**src/hdl/fsip_pkg.sv**
```systemverilog
package fsip_pkg;

  // Character codes used by the formatter.
  localparam logic [7:0] CH_PERCENT = 8'h25;
  localparam logic [7:0] CH_ZERO    = 8'h30;
  localparam logic [7:0] CH_MINUS   = 8'h2D;
  localparam logic [7:0] CH_LOWER_A = 8'h61;
  localparam logic [7:0] CH_D       = 8'h64;
  localparam logic [7:0] CH_LX      = 8'h78;
  localparam logic [7:0] CH_UX      = 8'h58;
  localparam logic [7:0] CH_S       = 8'h73;

  // Widths of the argument and of the decimal digit register.
  localparam int ARG_W      = 32;
  localparam int NUM_DIGITS = 10;
  localparam int DIG_W      = 4 * NUM_DIGITS;
  localparam int CNT_W      = 31;

  localparam logic [CNT_W-1:0] COUNT_MAX = {CNT_W{1'b1}};

  // Work handed from the front end to the back end.
  typedef enum logic [1:0] {
    OP_CHAR,
    OP_DEC,
    OP_HEX,
    OP_END
  } op_kind_t;

  typedef struct packed {
    logic             pre_en;
    logic [7:0]       pre_char;
    op_kind_t         kind;
    logic [7:0]       chr;
    logic [ARG_W-1:0] value;
  } fsip_op_t;

  typedef enum logic [2:0] {
    B_IDLE,
    B_PRE,
    B_MAIN,
    B_CONV,
    B_SKIP,
    B_DIGIT,
    B_END
  } back_state_t;

  // Lowercase hex character for one digit.
  function automatic logic [7:0] hex_char(input logic [3:0] nib);
    logic [7:0] c;
    if (nib < 4'd10) begin
      c = CH_ZERO + {4'd0, nib};
    end else begin
      c = CH_LOWER_A + {4'd0, nib} - 8'd10;
    end
    return c;
  endfunction

endpackage

```
**src/hdl/fsip_if.sv**
```systemverilog
// Format input channel: one format byte with its argument word per transfer.
interface fsip_in_if;
  logic        valid;
  logic        ready;
  logic        command;
  logic [7:0]  fmt_byte;
  logic [31:0] arg_value;

  modport source (output valid, command, fmt_byte, arg_value, input ready);
  modport sink   (input valid, command, fmt_byte, arg_value, output ready);
endinterface

// Result channel: one emitted character or count word per transfer.
interface fsip_out_if;
  logic        valid;
  logic        ready;
  logic [7:0]  out_char;
  logic        char_valid;
  logic [30:0] total_count;
  logic        last;

  modport source (output valid, out_char, char_valid, total_count, last, input ready);
  modport sink   (input valid, out_char, char_valid, total_count, last, output ready);
endinterface

```
**src/hdl/fsip_front.sv**
```systemverilog
module fsip_front (
  input  logic               clk,
  input  logic               rst_n,
  fsip_in_if.sink            in_ch,
  input  logic               push_ready,
  output logic               push,
  output fsip_pkg::fsip_op_t push_data
);
  import fsip_pkg::*;

  logic percent_pending_r;
  logic percent_pending_nxt;
  logic accept;

  assign in_ch.ready = push_ready;
  assign accept      = in_ch.valid && push_ready;

  // Classify the incoming word and build the work record for the back end.
  always_comb begin
    percent_pending_nxt = percent_pending_r;
    push                = 1'b0;
    push_data.pre_en    = 1'b0;
    push_data.pre_char  = CH_PERCENT;
    push_data.kind      = OP_CHAR;
    push_data.chr       = in_ch.fmt_byte;
    push_data.value     = in_ch.arg_value;
    if (accept) begin
      if (in_ch.command) begin
        push                = 1'b1;
        push_data.kind      = OP_END;
        push_data.pre_en    = percent_pending_r;
        percent_pending_nxt = 1'b0;
      end else if (percent_pending_r) begin
        percent_pending_nxt = 1'b0;
        push                = 1'b1;
        if (in_ch.fmt_byte == CH_PERCENT) begin
          push_data.kind = OP_CHAR;
        end else if (in_ch.fmt_byte == CH_D) begin
          push_data.kind     = OP_DEC;
          push_data.pre_en   = in_ch.arg_value[ARG_W-1];
          push_data.pre_char = CH_MINUS;
          if (in_ch.arg_value[ARG_W-1]) begin
            push_data.value = ~in_ch.arg_value + 32'd1;
          end
        end else if (in_ch.fmt_byte == CH_LX || in_ch.fmt_byte == CH_UX) begin
          push_data.kind = OP_HEX;
        end else if (in_ch.fmt_byte == CH_S) begin
          // The string selector produces nothing.
          push = 1'b0;
        end else begin
          push_data.pre_en = 1'b1;
          push_data.kind   = OP_CHAR;
        end
      end else if (in_ch.fmt_byte == CH_PERCENT) begin
        percent_pending_nxt = 1'b1;
      end else begin
        push = 1'b1;
      end
    end
  end

  // Pending-percent flag.
  always_ff @(posedge clk) begin
    if (!rst_n) begin
      percent_pending_r <= 1'b0;
    end else begin
      percent_pending_r <= percent_pending_nxt;
    end
  end

endmodule

```
**src/hdl/fsip_queue.sv**
```systemverilog
module fsip_queue (
  input  logic               clk,
  input  logic               rst_n,
  input  logic               push,
  input  fsip_pkg::fsip_op_t push_data,
  output logic               push_ready,
  input  logic               pop,
  output logic               pop_valid,
  output fsip_pkg::fsip_op_t pop_data
);
  import fsip_pkg::*;

  fsip_op_t   slot_r [2];
  logic       wr_ptr_r;
  logic       rd_ptr_r;
  logic [1:0] fill_r;
  logic       do_push;
  logic       do_pop;

  assign push_ready = (fill_r != 2'd2);
  assign pop_valid  = (fill_r != 2'd0);
  assign pop_data   = slot_r[rd_ptr_r];
  assign do_push    = push && push_ready;
  assign do_pop     = pop && pop_valid;

  // Storage of the two queue entries.
  always_ff @(posedge clk) begin
    if (do_push) begin
      slot_r[wr_ptr_r] <= push_data;
    end
  end

  // Pointers and fill level.
  always_ff @(posedge clk) begin
    if (!rst_n) begin
      wr_ptr_r <= 1'b0;
      rd_ptr_r <= 1'b0;
      fill_r   <= 2'd0;
    end else begin
      if (do_push) begin
        wr_ptr_r <= ~wr_ptr_r;
      end
      if (do_pop) begin
        rd_ptr_r <= ~rd_ptr_r;
      end
      if (do_push && !do_pop) begin
        fill_r <= fill_r + 2'd1;
      end else if (do_pop && !do_push) begin
        fill_r <= fill_r - 2'd1;
      end
    end
  end

endmodule

```
**src/hdl/fsip_back.sv**
```systemverilog
module fsip_back (
  input  logic               clk,
  input  logic               rst_n,
  input  logic               pop_valid,
  input  fsip_pkg::fsip_op_t pop_data,
  output logic               pop,
  fsip_out_if.source         out_ch
);
  import fsip_pkg::*;

  back_state_t      state_r, state_nxt;
  fsip_op_t         op_r, op_nxt;
  logic [ARG_W-1:0] bin_r, bin_nxt;
  logic [DIG_W-1:0] dig_r, dig_nxt;
  logic [4:0]       cnt_r, cnt_nxt;
  logic [3:0]       rem_r, rem_nxt;
  logic [CNT_W-1:0] count_r, count_nxt;
  logic [CNT_W-1:0] count_inc;

  logic             out_valid_r;
  logic [7:0]       out_char_r;
  logic             char_valid_r;
  logic [CNT_W-1:0] total_count_r;
  logic             last_r;

  logic             slot_free;
  logic             emit;
  logic [7:0]       e_char;
  logic             e_valid;
  logic             e_last;

  // One double-dabble step: adjust each BCD digit, then shift in a binary bit.
  function automatic logic [DIG_W-1:0] dabble(input logic [DIG_W-1:0] d, input logic b);
    logic [DIG_W-1:0] a;
    for (int i = 0; i < NUM_DIGITS; i++) begin
      a[4*i +: 4] = (d[4*i +: 4] >= 4'd5) ? d[4*i +: 4] + 4'd3 : d[4*i +: 4];
    end
    return {a[DIG_W-2:0], b};
  endfunction

  // First state for a record's main work.
  function automatic back_state_t dispatch(input op_kind_t k);
    back_state_t s;
    case (k)
      OP_CHAR: s = B_MAIN;
      OP_DEC:  s = B_CONV;
      OP_HEX:  s = B_SKIP;
      OP_END:  s = B_END;
      default: s = B_IDLE;
    endcase
    return s;
  endfunction

  assign slot_free = !out_valid_r || out_ch.ready;
  assign count_inc = (count_r == COUNT_MAX) ? count_r : count_r + 31'd1;

  // Sequencer: pops a record and emits its characters, at most one per cycle, while the output slot is free.
  always_comb begin
    state_nxt = state_r;
    op_nxt    = op_r;
    bin_nxt   = bin_r;
    dig_nxt   = dig_r;
    cnt_nxt   = cnt_r;
    rem_nxt   = rem_r;
    pop       = 1'b0;
    emit      = 1'b0;
    e_char    = 8'd0;
    e_valid   = 1'b1;
    e_last    = 1'b0;
    case (state_r)
      B_IDLE: begin
        if (pop_valid) begin
          pop     = 1'b1;
          op_nxt  = pop_data;
          bin_nxt = pop_data.value;
          dig_nxt = (pop_data.kind == OP_HEX) ?
                    {{(DIG_W-ARG_W){1'b0}}, pop_data.value} : '0;
          cnt_nxt = 5'd0;
          rem_nxt = 4'(NUM_DIGITS);
          state_nxt = pop_data.pre_en ? B_PRE : dispatch(pop_data.kind);
        end
      end
      B_PRE: begin
        if (slot_free) begin
          emit      = 1'b1;
          e_char    = op_r.pre_char;
          state_nxt = dispatch(op_r.kind);
        end
      end
      B_MAIN: begin
        if (slot_free) begin
          emit      = 1'b1;
          e_char    = op_r.chr;
          e_last    = 1'b1;
          state_nxt = B_IDLE;
        end
      end
      B_CONV: begin
        dig_nxt = dabble(dig_r, bin_r[ARG_W-1]);
        bin_nxt = {bin_r[ARG_W-2:0], 1'b0};
        cnt_nxt = cnt_r + 5'd1;
        if (cnt_r == 5'(ARG_W - 1)) begin
          state_nxt = B_SKIP;
        end
      end
      B_SKIP: begin
        // Drop leading zero digits, keeping at least one.
        if (dig_r[DIG_W-1 -: 4] == 4'd0 && rem_r != 4'd1) begin
          dig_nxt = {dig_r[DIG_W-5:0], 4'd0};
          rem_nxt = rem_r - 4'd1;
        end else begin
          state_nxt = B_DIGIT;
        end
      end
      B_DIGIT: begin
        if (slot_free) begin
          emit    = 1'b1;
          e_char  = hex_char(dig_r[DIG_W-1 -: 4]);
          e_last  = (rem_r == 4'd1);
          dig_nxt = {dig_r[DIG_W-5:0], 4'd0};
          rem_nxt = rem_r - 4'd1;
          if (rem_r == 4'd1) begin
            state_nxt = B_IDLE;
          end
        end
      end
      B_END: begin
        if (slot_free) begin
          emit      = 1'b1;
          e_valid   = 1'b0;
          e_last    = 1'b1;
          state_nxt = B_IDLE;
        end
      end
      default: begin
        state_nxt = B_IDLE;
      end
    endcase
  end

  // Character count: advances on each character, saturating, and clears after the count word.
  always_comb begin
    count_nxt = count_r;
    if (emit) begin
      count_nxt = e_valid ? count_inc : '0;
    end
  end

  // Control state.
  always_ff @(posedge clk) begin
    if (!rst_n) begin
      state_r     <= B_IDLE;
      count_r     <= '0;
      out_valid_r <= 1'b0;
    end else begin
      state_r <= state_nxt;
      count_r <= count_nxt;
      if (emit) begin
        out_valid_r <= 1'b1;
      end else if (out_ch.ready) begin
        out_valid_r <= 1'b0;
      end
    end
  end

  // Working registers and the output word.
  always_ff @(posedge clk) begin
    op_r  <= op_nxt;
    bin_r <= bin_nxt;
    dig_r <= dig_nxt;
    cnt_r <= cnt_nxt;
    rem_r <= rem_nxt;
    if (emit) begin
      out_char_r    <= e_char;
      char_valid_r  <= e_valid;
      total_count_r <= e_valid ? count_inc : count_r;
      last_r        <= e_last;
    end
  end

  assign out_ch.valid       = out_valid_r;
  assign out_ch.out_char    = out_char_r;
  assign out_ch.char_valid  = char_valid_r;
  assign out_ch.total_count = total_count_r;
  assign out_ch.last        = last_r;

endmodule

```
**src/hdl/format_stream_integer_printer.sv**
```systemverilog
// Unstalled, a plain character's word goes into the queue, then the back end's record
// register, then the output register on out_ch. %d runs an optional minus-sign step,
// 32 binary-to-BCD steps, then ten zero-skip or digit steps, one per cycle (a digit step
// only while the output is free), plus the step leaving the zero skip; %x skips the BCD steps.
// Throughput: one result word per cycle at most; the back end works one record at a time.
// Reset (rst_n low, synchronous) clears the pending percent, count, queue and output.
module format_stream_integer_printer (
  input  logic       clk,
  input  logic       rst_n,
  fsip_in_if.sink    in_ch,
  fsip_out_if.source out_ch
);
  import fsip_pkg::*;

  logic     push;
  logic     push_ready;
  fsip_op_t push_data;
  logic     pop;
  logic     pop_valid;
  fsip_op_t pop_data;

  // Front end: decodes format bytes.
  fsip_front u_front (
    .clk        (clk),
    .rst_n      (rst_n),
    .in_ch      (in_ch),
    .push_ready (push_ready),
    .push       (push),
    .push_data  (push_data)
  );

  // Queue between the two halves.
  fsip_queue u_queue (
    .clk        (clk),
    .rst_n      (rst_n),
    .push       (push),
    .push_data  (push_data),
    .push_ready (push_ready),
    .pop        (pop),
    .pop_valid  (pop_valid),
    .pop_data   (pop_data)
  );

  // Back end: converts numbers and emits characters.
  fsip_back u_back (
    .clk       (clk),
    .rst_n     (rst_n),
    .pop_valid (pop_valid),
    .pop_data  (pop_data),
    .pop       (pop),
    .out_ch    (out_ch)
  );

endmodule

```
**src/flat_wrapper.sv**
```systemverilog
// flat-port wrapper written by rule: the top's interface ports become plain ports
module format_stream_integer_printer_flat import fsip_pkg::*;
  (clk, rst_n, in_ch_valid, in_ch_command, in_ch_fmt_byte, in_ch_arg_value, in_ch_ready, out_ch_valid, out_ch_out_char, out_ch_char_valid, out_ch_total_count, out_ch_last, out_ch_ready);
  fsip_in_if in_ch_i ();
  fsip_out_if out_ch_i ();
  input  logic clk;
  input  logic rst_n;
  input wire logic [$bits(in_ch_i.valid)-1:0] in_ch_valid;
  input wire logic [$bits(in_ch_i.command)-1:0] in_ch_command;
  input wire logic [$bits(in_ch_i.fmt_byte)-1:0] in_ch_fmt_byte;
  input wire logic [$bits(in_ch_i.arg_value)-1:0] in_ch_arg_value;
  output wire logic [$bits(in_ch_i.ready)-1:0] in_ch_ready;
  output wire logic [$bits(out_ch_i.valid)-1:0] out_ch_valid;
  output wire logic [$bits(out_ch_i.out_char)-1:0] out_ch_out_char;
  output wire logic [$bits(out_ch_i.char_valid)-1:0] out_ch_char_valid;
  output wire logic [$bits(out_ch_i.total_count)-1:0] out_ch_total_count;
  output wire logic [$bits(out_ch_i.last)-1:0] out_ch_last;
  input wire logic [$bits(out_ch_i.ready)-1:0] out_ch_ready;
  assign in_ch_i.valid = in_ch_valid;
  assign in_ch_i.command = in_ch_command;
  assign in_ch_i.fmt_byte = in_ch_fmt_byte;
  assign in_ch_i.arg_value = in_ch_arg_value;
  assign in_ch_ready = in_ch_i.ready;
  assign out_ch_valid = out_ch_i.valid;
  assign out_ch_out_char = out_ch_i.out_char;
  assign out_ch_char_valid = out_ch_i.char_valid;
  assign out_ch_total_count = out_ch_i.total_count;
  assign out_ch_last = out_ch_i.last;
  assign out_ch_i.ready = out_ch_ready;
  format_stream_integer_printer u_core (.clk(clk), .rst_n(rst_n), .in_ch(in_ch_i), .out_ch(out_ch_i));
endmodule
```
**config.mk**
```make
export PLATFORM = sky130hd
export DESIGN_NAME = format_stream_integer_printer_flat
export DESIGN_NICKNAME = d
export VERILOG_FILES = /design/src/hdl/fsip_pkg.sv /design/src/hdl/fsip_if.sv /design/src/hdl/fsip_front.sv /design/src/hdl/fsip_queue.sv /design/src/hdl/fsip_back.sv /design/src/hdl/format_stream_integer_printer.sv /design/src/flat_wrapper.sv
export SDC_FILE = /design/constraint.sdc
export NUM_CORES = 1
export LEC_CHECK = 0
export BUFFER_PORTS_ARGS = -buffer_cell sky130_fd_sc_hd__buf_2
export CORE_MARGIN = 1.5
export CORE_UTILIZATION = 55
export CTS_CLUSTER_SIZE = 12
export DETAILED_ROUTE_END_ITERATION = 16
export GPL_ROUTABILITY_DRIVEN = 0
export GPL_TIMING_DRIVEN = 0
export PLACE_DENSITY_LB_ADDON = 0.05
export SETUP_SLACK_MARGIN = 0.05
export SKIP_LAST_GASP = 1
export SLEW_MARGIN = 40
export SYNTH_ARGS = -nofsm -noshare
export SYNTH_HDL_FRONTEND = slang
export SYNTH_SLANG_ARGS = --single-unit
export TNS_END_PERCENT = 1
```
**constraint.sdc**
```tcl
create_clock -name clk -period 4 [get_ports clk]
set_clock_uncertainty 0.1 [all_clocks]
set_input_delay 0.2 -clock clk [delete_from_list [all_inputs] [get_ports clk]]
set_output_delay 0.2 -clock clk [all_outputs]
set_load 0.1 [all_outputs]
```
Word-level counts from Yosys, hierarchy flattened. Memories as Yosys holds them, arrays and structs flattened. A register that Yosys moved wholly into a read port is not among the register bits. Cells that the tools add are included.

Register bits after elaboration: 180. RAM bits: 102. Bits of input ports: 45. Output and inout port bits: 43. Word-level logic and storage cells: 197. Memories kept: 1.

Memories: u_core.u_queue.slot_r (words 2, width 51, read ports 1, clocked after memory_dff 1, wr ports 1, line fsip_queue.sv:13) `fsip_op_t slot_r [2];`.

$add $sub $neg: 19. $lt $le $gt $ge: 11. Equality and inequality tests: 30. Muxes and demuxes: 87. Bitwise operators: 3. Reduce and logical (&&, ||, !) cells: 28.

Operators with widths (count): 2-to-1 mux 32 bit (8); case mux 40 bit (4 select lines) (1); 2-to-1 mux 40 bit (3); 2-to-1 mux 31 bit (3); case mux 32 bit (2 select lines) (1); 2-to-1 mux 4 bit (13); >= comparator 4 x 3 -> 1 bit (second input constant) (10); 2-to-1 mux 8 bit (5); adder 4 x 2 -> 4 bit (second input constant) (9); adder 32 x 1 -> 32 bit (second input constant) (1); equality test 8 x 7 -> 1 bit (second input constant) (4); NOT 32 bit (1); adder 31 x 1 -> 31 bit (second input constant) (1); equality test 31 bit (second input constant) (1); 2-to-1 mux 1 bit (27); 2-to-1 mux 3 bit (9); case mux 3 bit (4 select lines) (2); case mux 8 bit (3 select lines) (1); 2-to-1 mux 11 bit (2); case mux 3 bit (6 select lines) (1); inequality test 2 bit (second input constant) (7); 2-to-1 mux 2 bit (6); case mux 4 bit (3 select lines) (1); case mux 5 bit (2 select lines) (1); other kinds (37) (60).

Depth between registers and ports, before layout. Gate-level depths: netlist of run 1.

Depth in word-level cells: 13. Gate-level depth with buffers: 9. Gate-level depth less buffers: 8.

Modules after synthesis. From an unflattened synthesis of run 1, not the netlist that was laid out.

Cells, all modules: 1198. Area, all modules: 13952.1 sq um.

Modules (own cells, without submodules): fsip_back (times used 1, cells an instance 863, area each 8999.9 sq um, sequential area each 4904.7 sq um); fsip_queue (times used 1, cells an instance 183, area each 3910.0 sq um, sequential area each 3163.0 sq um); fsip_front (times used 1, cells an instance 152, area each 1042.2 sq um, sequential area each 20.0 sq um).

Worst setup path after synthesis of run 1. OpenSTA, ideal clock, no wires.

Path kind: register to register. Start point: register u_core.u_queue.fill_r[0]. End point: memory u_core.u_queue.slot_r[1][0] (netlist bit) (enable). Setup time: 0.406 ns. Data arrival time: 2.881 ns. Data required time: 3.494 ns. Path slack: 0.613 ns. Cell stages (with the launch flop): 5. Buffers on the path: 0. Period minus slack after synthesis: 3.387 ns. Cells stage by stage: dfxtp_1 > nand2b_1 > nand2_1 > nor2b_1 > and3_1.

Cells in the longest elaborated chain, start to end: 6.

RTL lines: start, declared (line fsip_queue.sv:16) `logic [1:0] fill_r;`; start signal, assigned (line fsip_queue.sv:47) `fill_r <= fill_r + 2'd1;`; start signal, assigned (line fsip_queue.sv:49) `fill_r <= fill_r - 2'd1;`; inequality test 2 bit * (line fsip_queue.sv:20) `assign push_ready = (fill_r != 2'd2);`; named net in_ch_ready (line flat_wrapper.sv:12) `output wire logic [$bits(in_ch_i.ready)-1:0] in_ch_ready;`; logical AND 1 bit (line fsip_front.sv:16) `assign accept = in_ch.valid && push_ready;`; 2-to-1 mux 1 bit (line fsip_front.sv:27) `if (accept) begin`; logical AND 1 bit * (line fsip_queue.sv:23) `assign do_push = push && push_ready;`; 2-to-1 mux 1 bit * (line fsip_queue.sv:28) `if (do_push) begin`; 2-to-1 mux 1 bit (not written as such) * (line fsip_queue.sv:29) `slot_r[wr_ptr_r] <= push_data;`; end, declared (line fsip_queue.sv:13).

The timed path passes the listed nets; every way through them passes the cells marked *.

Worst setup path in the final report of run 1.
Start point: register u_core.u_back.state_r[1]. End point: register u_core.u_back.bin_r[28] (enable).

Cells in the longest elaborated chain, start to end: 3. Elaborated cells between the ends (all ways): 5. Those cells by class: 2 x eq/ne; 3 x reduce/logical.

RTL lines: start, declared (line fsip_back.sv:11) `back_state_t state_r, state_nxt;`; start signal, assigned (line fsip_back.sv:156) `state_r <= state_nxt;`; equality test 3 x 2 -> 1 bit / logical NOT 3 bit (equally long branches) (line fsip_back.sv:70) `case (state_r)`; nonzero test 2 bit (no line) / inequality test 2 x 1 -> 1 bit (equally long branches); AND reduction 2 bit (no line) *; end signal, assigned (line fsip_back.sv:169) `bin_r <= bin_nxt;`; end, declared (line fsip_back.sv:13) `logic [ARG_W-1:0] bin_r, bin_nxt;`.

Mark *: on every way between the ends. The rest lies on a longest branch, timed or not. A chain may end at the register's enable or synchronous reset.

==> results.toml, run 1 <==
[run_status]
status = "completed"

[final_layout]
n_fill_cell = 1833
area_growth_pct = 16.5
drive_above_1_share_pct = 14.1
finalNetCount = 1401
diodes = 0
final_cell_count_no_fill = 1669

[critical_path]
crit_type = "reg -> reg"
path_common_cell = "clkbuf_1"
startpoint_type = "flop"
cp_num_buf_inv = 4
worstPathRequired_ns = 4.07
end_kind = "flop"
critPathMaxFanout = 37
slowest_stage = "buf_1"
crit_arrival_ns = 3.11
critPathTopFamily = "buffers and inverters"
regToRegSetupSlack_ns = 0.96
crit_chain = "buf_2 > clkbuf_1 > nand3_1 > clkbuf_1 > buf_1 > nand2_4"
cp_slowest_stage_delay_ns = 0.53

[timing]
setup_violations = 0
maxSlewHeadroom_pct = 41.5
holdWs_ns = 0.0389
timing.setup.tns_ns = 0
min_period_ns = 3.04
fin_crit_sh_pct = 76.0
fmax_mhz = 329
rsz0062_at_grt = "no"
slew_viol_final = 0
tightest_slew_ns = 0.877
hold_viol_final = 0

[pwr]
pwr-share-comb_pct = 38.9
power_mw = 11.5
peakVddDrop_uv = 473
intPower_mw = 6.77
clock_power_share_pct = 21.2
power_density_mw_per_mm2 = 748
pwr-share-seq_pct = 39.9
switchingPower_mw = 4.71
swShare_pct = 41.0
p_leak_nw = 5.57

[logic_synthesis]
synth-seq-area-share_pct = 56.6
synth_fp_nets = 1242
synth.ff_latch_count = 262
synth_cells = 1169
synth_edf_count = 221
netlist_area_mm2 = 0.0132
synth.distinct_cells = 79
ys_warn_count = 0
syn_area_per_cell_um2 = 11.3
ys.flop_type = "edfxtp_1"
async_flop_share_pct = 0

[cts]
cts_tree = "done"
cts_resized = 0
clk_latency_ns = 0.55
cts_inserted_buffers = 29
clk_pin_slew_ns = 0.06
cts.sinks = 262
root_buffer = "clkbuf_16"
clock_path_buffers = 3
htree_levels = 1

[global_route]
grt_pass1_vias = 9313
grt_usage_pct = 25.4
grt_overflow = 0
grt_first_pass_wirelength_um = 48900
grt_antenna_before_repair = 0
grt_max_degree = 41

[die]
start_util_pct = 56.1
io_pins = 88
die_y_um = 158
core_mm2 = 0.0235
die_x_um = 158
dieArea_mm2 = 0.0249
rows = 56

[detailed_routing]
drt_iter0_markers = 841
vias = 9925
via_per_inst = 5.95
ant_nets = 0
detail_route.wl_per_cell_um = 18.8
drtPass1Iterations = 5
routed_wl_um = 31300
drcViolationCount = 0

[flow_run]
cap_violations = 0

[placement]
port-buffer-count = 86
dp_hpwl_um = 21700
dpl.cell_count = 1577

[worst_hold_path]
hold_class = "in -> reg"
## Yosys cell counts, types with 4 or more instances
library cell,instances,area share [%]
o31ai_1,13,0.74
a221o_1,7,0.53
nor2_1,106,3.0
a21oi_1,95,3.6
and4_1,9,0.60
nand3_1,45,1.7
clkbuf_1,28,0.80
mux2_2,13,1.1
a21o_1,6,0.34
o221ai_1,16,1.1
dfxtp_1,41,6.2
nand4_1,12,0.57
nor4b_1,4,0.27
o21ai_0,44,1.7
nor4_1,13,0.62
mux2i_1,33,2.5
edfxtp_1,221,50
buf_1,10,0.28
or2_2,6,0.28
or4_1,6,0.34
a31oi_1,12,0.57
xnor2_1,50,3.3
or3_1,5,0.24
o22ai_1,9,0.43
nor3_1,22,0.84
nor2b_1,7,0.33
nand2b_1,19,0.90
and2_1,12,0.57
ha_1,28,2.7
o311ai_0,6,0.40
xor2_1,31,2.1
inv_1,44,1.3
and3_1,11,0.52
o211ai_1,8,0.46
nand2_1,74,2.1
o41ai_1,4,0.27
nor3b_1,11,0.63
buf_2,18,0.68
## flip-flops by register name, summed over array words and instances (netlist names), 2 cells and up, named ones only
register                          cells
u_core.u_back.count_r                31
u_core.u_back.rem_r                   4
u_core.u_back.state_r                 3
u_core.u_queue.fill_r                 2
u_core.u_back.dig_r                  40
u_core.u_back.bin_r                  32
u_core.u_back.op_r                   11
u_core.u_back.out_ch.total_count     31
u_core.u_back.cnt_r                   5
u_core.u_queue.slot_r                88
u_core.u_back.out_ch.out_char         8
## cell type report
type	instances	area [um^2]	share of cell area, %
Inverter	47	180	1.17
Buffer	60	272	1.77
Clock buffer	37	766	4.99
Multi-Input combinational cell	800	5290	34.5
Tap cell	319	399	2.60
Timing Repair Buffer	128	881	5.74
Sequential cell	262	7460	48.6
Clock inverter	16	104	0.677
## cells in the final DEF (no fill, tap or decap), types with 41 or more instances in the layout
master,instances
nand2_1,73
xnor2_1,50
o21ai_0,44
dfxtp_1,41
buf_2,104
nand3_1,45
inv_1,43
nor2_1,106
a21oi_1,95
edfxtp_1,221
## repair_timing
| item | CTS | global route |
|---|---|---|
| hold endpoints to repair | 77 | 0 |
| setup buffers | 0 | 0 |
| hold buffers | 39 | 0 |
## kinds of logic (layout without fill, tap and decap cells)
family | after synthesis | in the layout | synth area share, %
AO/OA/AOI/OAI | 265 | 265 | 13.2
XOR/XNOR | 81 | 81 | 5.38
adder cells (fa/ha/maj) | 28 | 28 | 2.66
buffers and inverters | 107 | 288 | 3.40
flip-flops | 262 | 262 | 56.6
multiplexers | 46 | 46 | 3.62
AND/OR/NAND/NOR | 380 | 380 | 15.1
## worst register-to-register path, delay by kind of cell, from the launching register on
kind                   cells  cell delay [ns]
buffers and inverters      4             1.44
AND/OR/NAND/NOR            2             0.80
flip-flops                 1             0.29
## routing by layer
layer / vias to the layer above / routed length (um) / GRT usage (%) / share of wire [%]
li1: 4730 / - / - / -
met4: 0 / 503 / 5.93 / 1.6
met1: 4781 / 14200 / 35.9 / 45
met3: 52 / 2350 / 5.34 / 7.5
met5: - / 0 / 0 / 0
met2: 362 / 14300 / 40.2 / 46
## power groups by stage
stage | sequential [mW] | clock [mW] | combinational (mW)
global placement | 4.63 | 0 | 4.26
global route | 4.66 | 2.57 | 4.83
finish | 4.58 | 2.44 | 4.46
detailed placement | 4.62 | 0 | 4.40
CTS | 4.57 | 2.47 | 4.45
floorplan | 5.51 | 0 | 2.34
## final timing paths
kind	from	endpoint	cells past startpoint
worst min register to register	u_core.u_back.count_r[18]$_SDFFE_PN0P_	u_core.u_back.count_r[18]$_SDFFE_PN0P_	1
worst max register to register	u_core.u_back.state_r[1]$_SDFFE_PN0P_	u_core.u_back.bin_r[28]$_DFFE_PP_	6
worst min-delay path	in_ch_arg_value[15]	u_core.u_queue.slot_r[1][15]$_DFFE_PP_	3
worst max-delay path	u_core.u_back.state_r[1]$_SDFFE_PN0P_	u_core.u_back.bin_r[28]$_DFFE_PP_	6
## stage by stage
step | utilization (%) | worst slack, ns | area [um^2]
after floorplan | - | 0.613 | 13200
after global placement | 59.7 | 0.162 | 14000
after detailed placement | 60.0 | 0.976 | 14100
after CTS | 65.4 | 0.962 | 15300
after global routing | 65.4 | 0.805 | 15300
final | 65.4 | 0.960 | 15300
(Power assumes the default switching activity.)
==> run 2: changes to the inputs <==
--- a/config.mk
+++ b/config.mk
@@ -5,6 +5,7 @@
 export SDC_FILE = /design/constraint.sdc
 export NUM_CORES = 1
 export LEC_CHECK = 0
+export ABC_AREA = 1
 export BUFFER_PORTS_ARGS = -buffer_cell sky130_fd_sc_hd__buf_2
 export CORE_MARGIN = 1.5
 export CORE_UTILIZATION = 55
==> constraint.sdc (replaced) <==
create_clock -name clk -period 2.5 [get_ports clk]
set_clock_uncertainty 0.1 [all_clocks]
set_input_delay 0.125 -clock clk [delete_from_list [all_inputs] [get_ports clk]]
set_output_delay 0.125 -clock clk [all_outputs]
set_load 0.1 [all_outputs]
==> results.toml, run 2 <==
[pwr]
power_density_mw_per_mm2 = 1210
peakVddDrop_uv = 989
p_leak_nw = 6.59

[detailed_routing]
ant_nets = 0
detail_route.wl_per_cell_um = 15.9
drtPass1Iterations = 5
routed_wl_um = 33700
via_per_inst = 5.43
vias = 11500
drcViolationCount = 0
drt_iter0_markers = 890

[timing]
setup_violations = 37
fin_crit_sh_pct = 105
slew_viol_final = 0
rsz0062_at_grt = "yes"
tightest_slew_ns = 0.700
setup_ws_ns = -0.134
fmax_mhz = 380
hold_viol_final = 0
maxSlewHeadroom_pct = 53.3
min_period_ns = 2.63

[final_layout]
top_regs = "u_core.u_queue.slot_r x88, u_core.u_back.dig_r x40, u_core.u_back.bin_r x32"
finalNetCount = 1843
largest-register = "u_core.u_queue.slot_r"
largest_reg_flops = 88
diodes = 0
area_growth_pct = 17.8
layout_common_cells = "437 x nand2_1, 221 x edfxtp_1, 199 x inv_1"
layout_commonest_cell = "nand2_1"
post-route-util_pct = 66.3
design_area_mm2 = 0.0162
drive_above_1_share_pct = 11.6

[critical_path]
crit_arrival_ns = 2.70
end_kind = "flop"
crit_chain = "inv_2 > nand3_2 > buf_2 > buf_1 > nand2_4"
worstPathRequired_ns = 2.56
cp_num_buf_inv = 3
cp_slowest_stage_delay_ns = 0.58
critPathMaxFanout = 37
critPathTopFamily = "buffers and inverters"
crit_type = "reg -> reg"
startpoint_type = "flop"
slowest_stage = "buf_1"

[logic_synthesis]
ys_warn_count = 0
synth.distinct_cells = 49
synth_edf_count = 221
synth-seq-area-share_pct = 54.2
netlist_area_mm2 = 0.0138
synth.ff_latch_count = 262
syn_area_per_cell_um2 = 8.65
yosys.area.top_type = "edfxtp_1"
synth.top_cells.by_count = "439 x nand2_1, 221 x edfxtp_1, 200 x inv_1, 150 x nor2_1, 86 x nand3_1"
ys.flop_type = "edfxtp_1"
async_flop_share_pct = 0
synth_fp_nets = 1665
synth_cells = 1592
synth_top_area_share_pct = 48.2
yosysMostFrequentCell = "nand2_1"
synthTopCellsByArea = "edfxtp_1 48%, nand2_1 12%, dfxtp_1 6.0%"

[cts]
root_buffer = "clkbuf_16"
clk_pin_slew_ns = 0.06
clock_path_buffers = 3
cts_inserted_buffers = 29
htree_levels = 1
clk_latency_ns = 0.54
cts.sinks = 262
cts_tree = "done"

[global_route]
grt_first_pass_wirelength_um = 53900
grt_usage_pct = 26.0
grt_pass1_vias = 10900
grt_overflow = 0
grt_max_degree = 51
grt_antenna_before_repair = 0

[die]
rows = 57
io_pins = 88
die_y_um = 161
start_util_pct = 56.3
die_x_um = 161
dieArea_mm2 = 0.0260
core_mm2 = 0.0245

[placement]
dp_hpwl_um = 24100
port-buffer-count = 87
dpl_cell_area_mm2 = 0.0148

[flow_run]
cap_violations = 0

[run_status]
status = "finished, violations left"
failed_checks = "negative setup slack"

[worst_hold_path]
hold_class = "in -> reg"
run 2: timing repair:
item	CTS	global route
buffers inserted	4	5
hold buffers	45	0
setup endpoints to repair	78	93
gates resized for setup	1	0
pin swaps	1	0
hold endpoints to repair	96	0
run 2: metal layers:
layer	vias to the layer above	track usage [%]	routed length, um
met1	5341	36.7	15600
met5	-	0	0
met4	0	6.48	625
met2	387	42.3	15200
li1	5704	-	-
met3	51	3.95	2260
run 2: stage by stage:
step / setup WS (ns) / total power, mW / std cells / setup TNS [ns] / hold WS (ns)
after detailed placement: -0.184 / 15.3 / 2009 / -7.11 / 0.231
after global routing: -0.258 / 20.7 / 2116 / -10.89 / 0.219
after floorplan: -0.0828 / 13.4 / 1592 / -3.09 / 0.124
after global placement: -0.729 / 15.0 / 2003 / -58.50 / 0.227
final: -0.134 / 19.7 / 2116 / -4.49 / 0.230
after CTS: -0.113 / 19.6 / 2111 / -3.94 / 0.194
run 2: logic make-up (layout without fill, tap and decap cells):
logic type               after synthesis  count (layout)  synth area share, %
AND/OR/NAND/NOR                      737             737                 22.5
adder cells (fa/ha/maj)               28              28                 2.55
flip-flops                           262             262                 54.2
XOR/XNOR                              19              19                 1.26
multiplexers                           1               1               0.0727
buffers and inverters                258             458                 7.69
AO/OA/AOI/OAI                        287             287                 11.7
run 2: layout make-up:
cell class / count / area, um^2
repair buffers: 147 / 1080
inverters: 209 / 791
clock buffers: 41 / 791
multi-input cells: 1072 / 5290
fillers: 2026 / 8240
clock inverters: 12 / 134
well taps: 324 / 405
flip-flops and latches: 262 / 7460
plain buffers: 49 / 274
run 2: final timing paths:
| kind | startpoint | endpoint | slack (ns) | depth (start not counted) |
|---|---|---|---|---|
| setup / recovery | u_core.u_back.state_r[2]$_SDFFE_PN0P_ | u_core.u_back.bin_r[19]$_DFFE_PP_ | -0.13 | 5 |
| setup reg to reg | u_core.u_back.state_r[2]$_SDFFE_PN0P_ | u_core.u_back.bin_r[19]$_DFFE_PP_ | -0.13 | 5 |
| hold reg to reg | u_core.u_queue.rd_ptr_r$_SDFFE_PN0P_ | flop | 0.37 | 1 |
| hold / removal | in_ch_arg_value[0] | u_core.u_queue.slot_r[0][0]$_DFFE_PP_ | 0.23 | 2 |
run 2: report_power, final:
part	internal, mW	switching (mW)	total [mW]	leakage (nW)
Sequential	6.82	0.789	7.61	2.45
Combinational	1.83	6.09	7.92	3.70
Clock	2.49	1.67	4.16	0.442
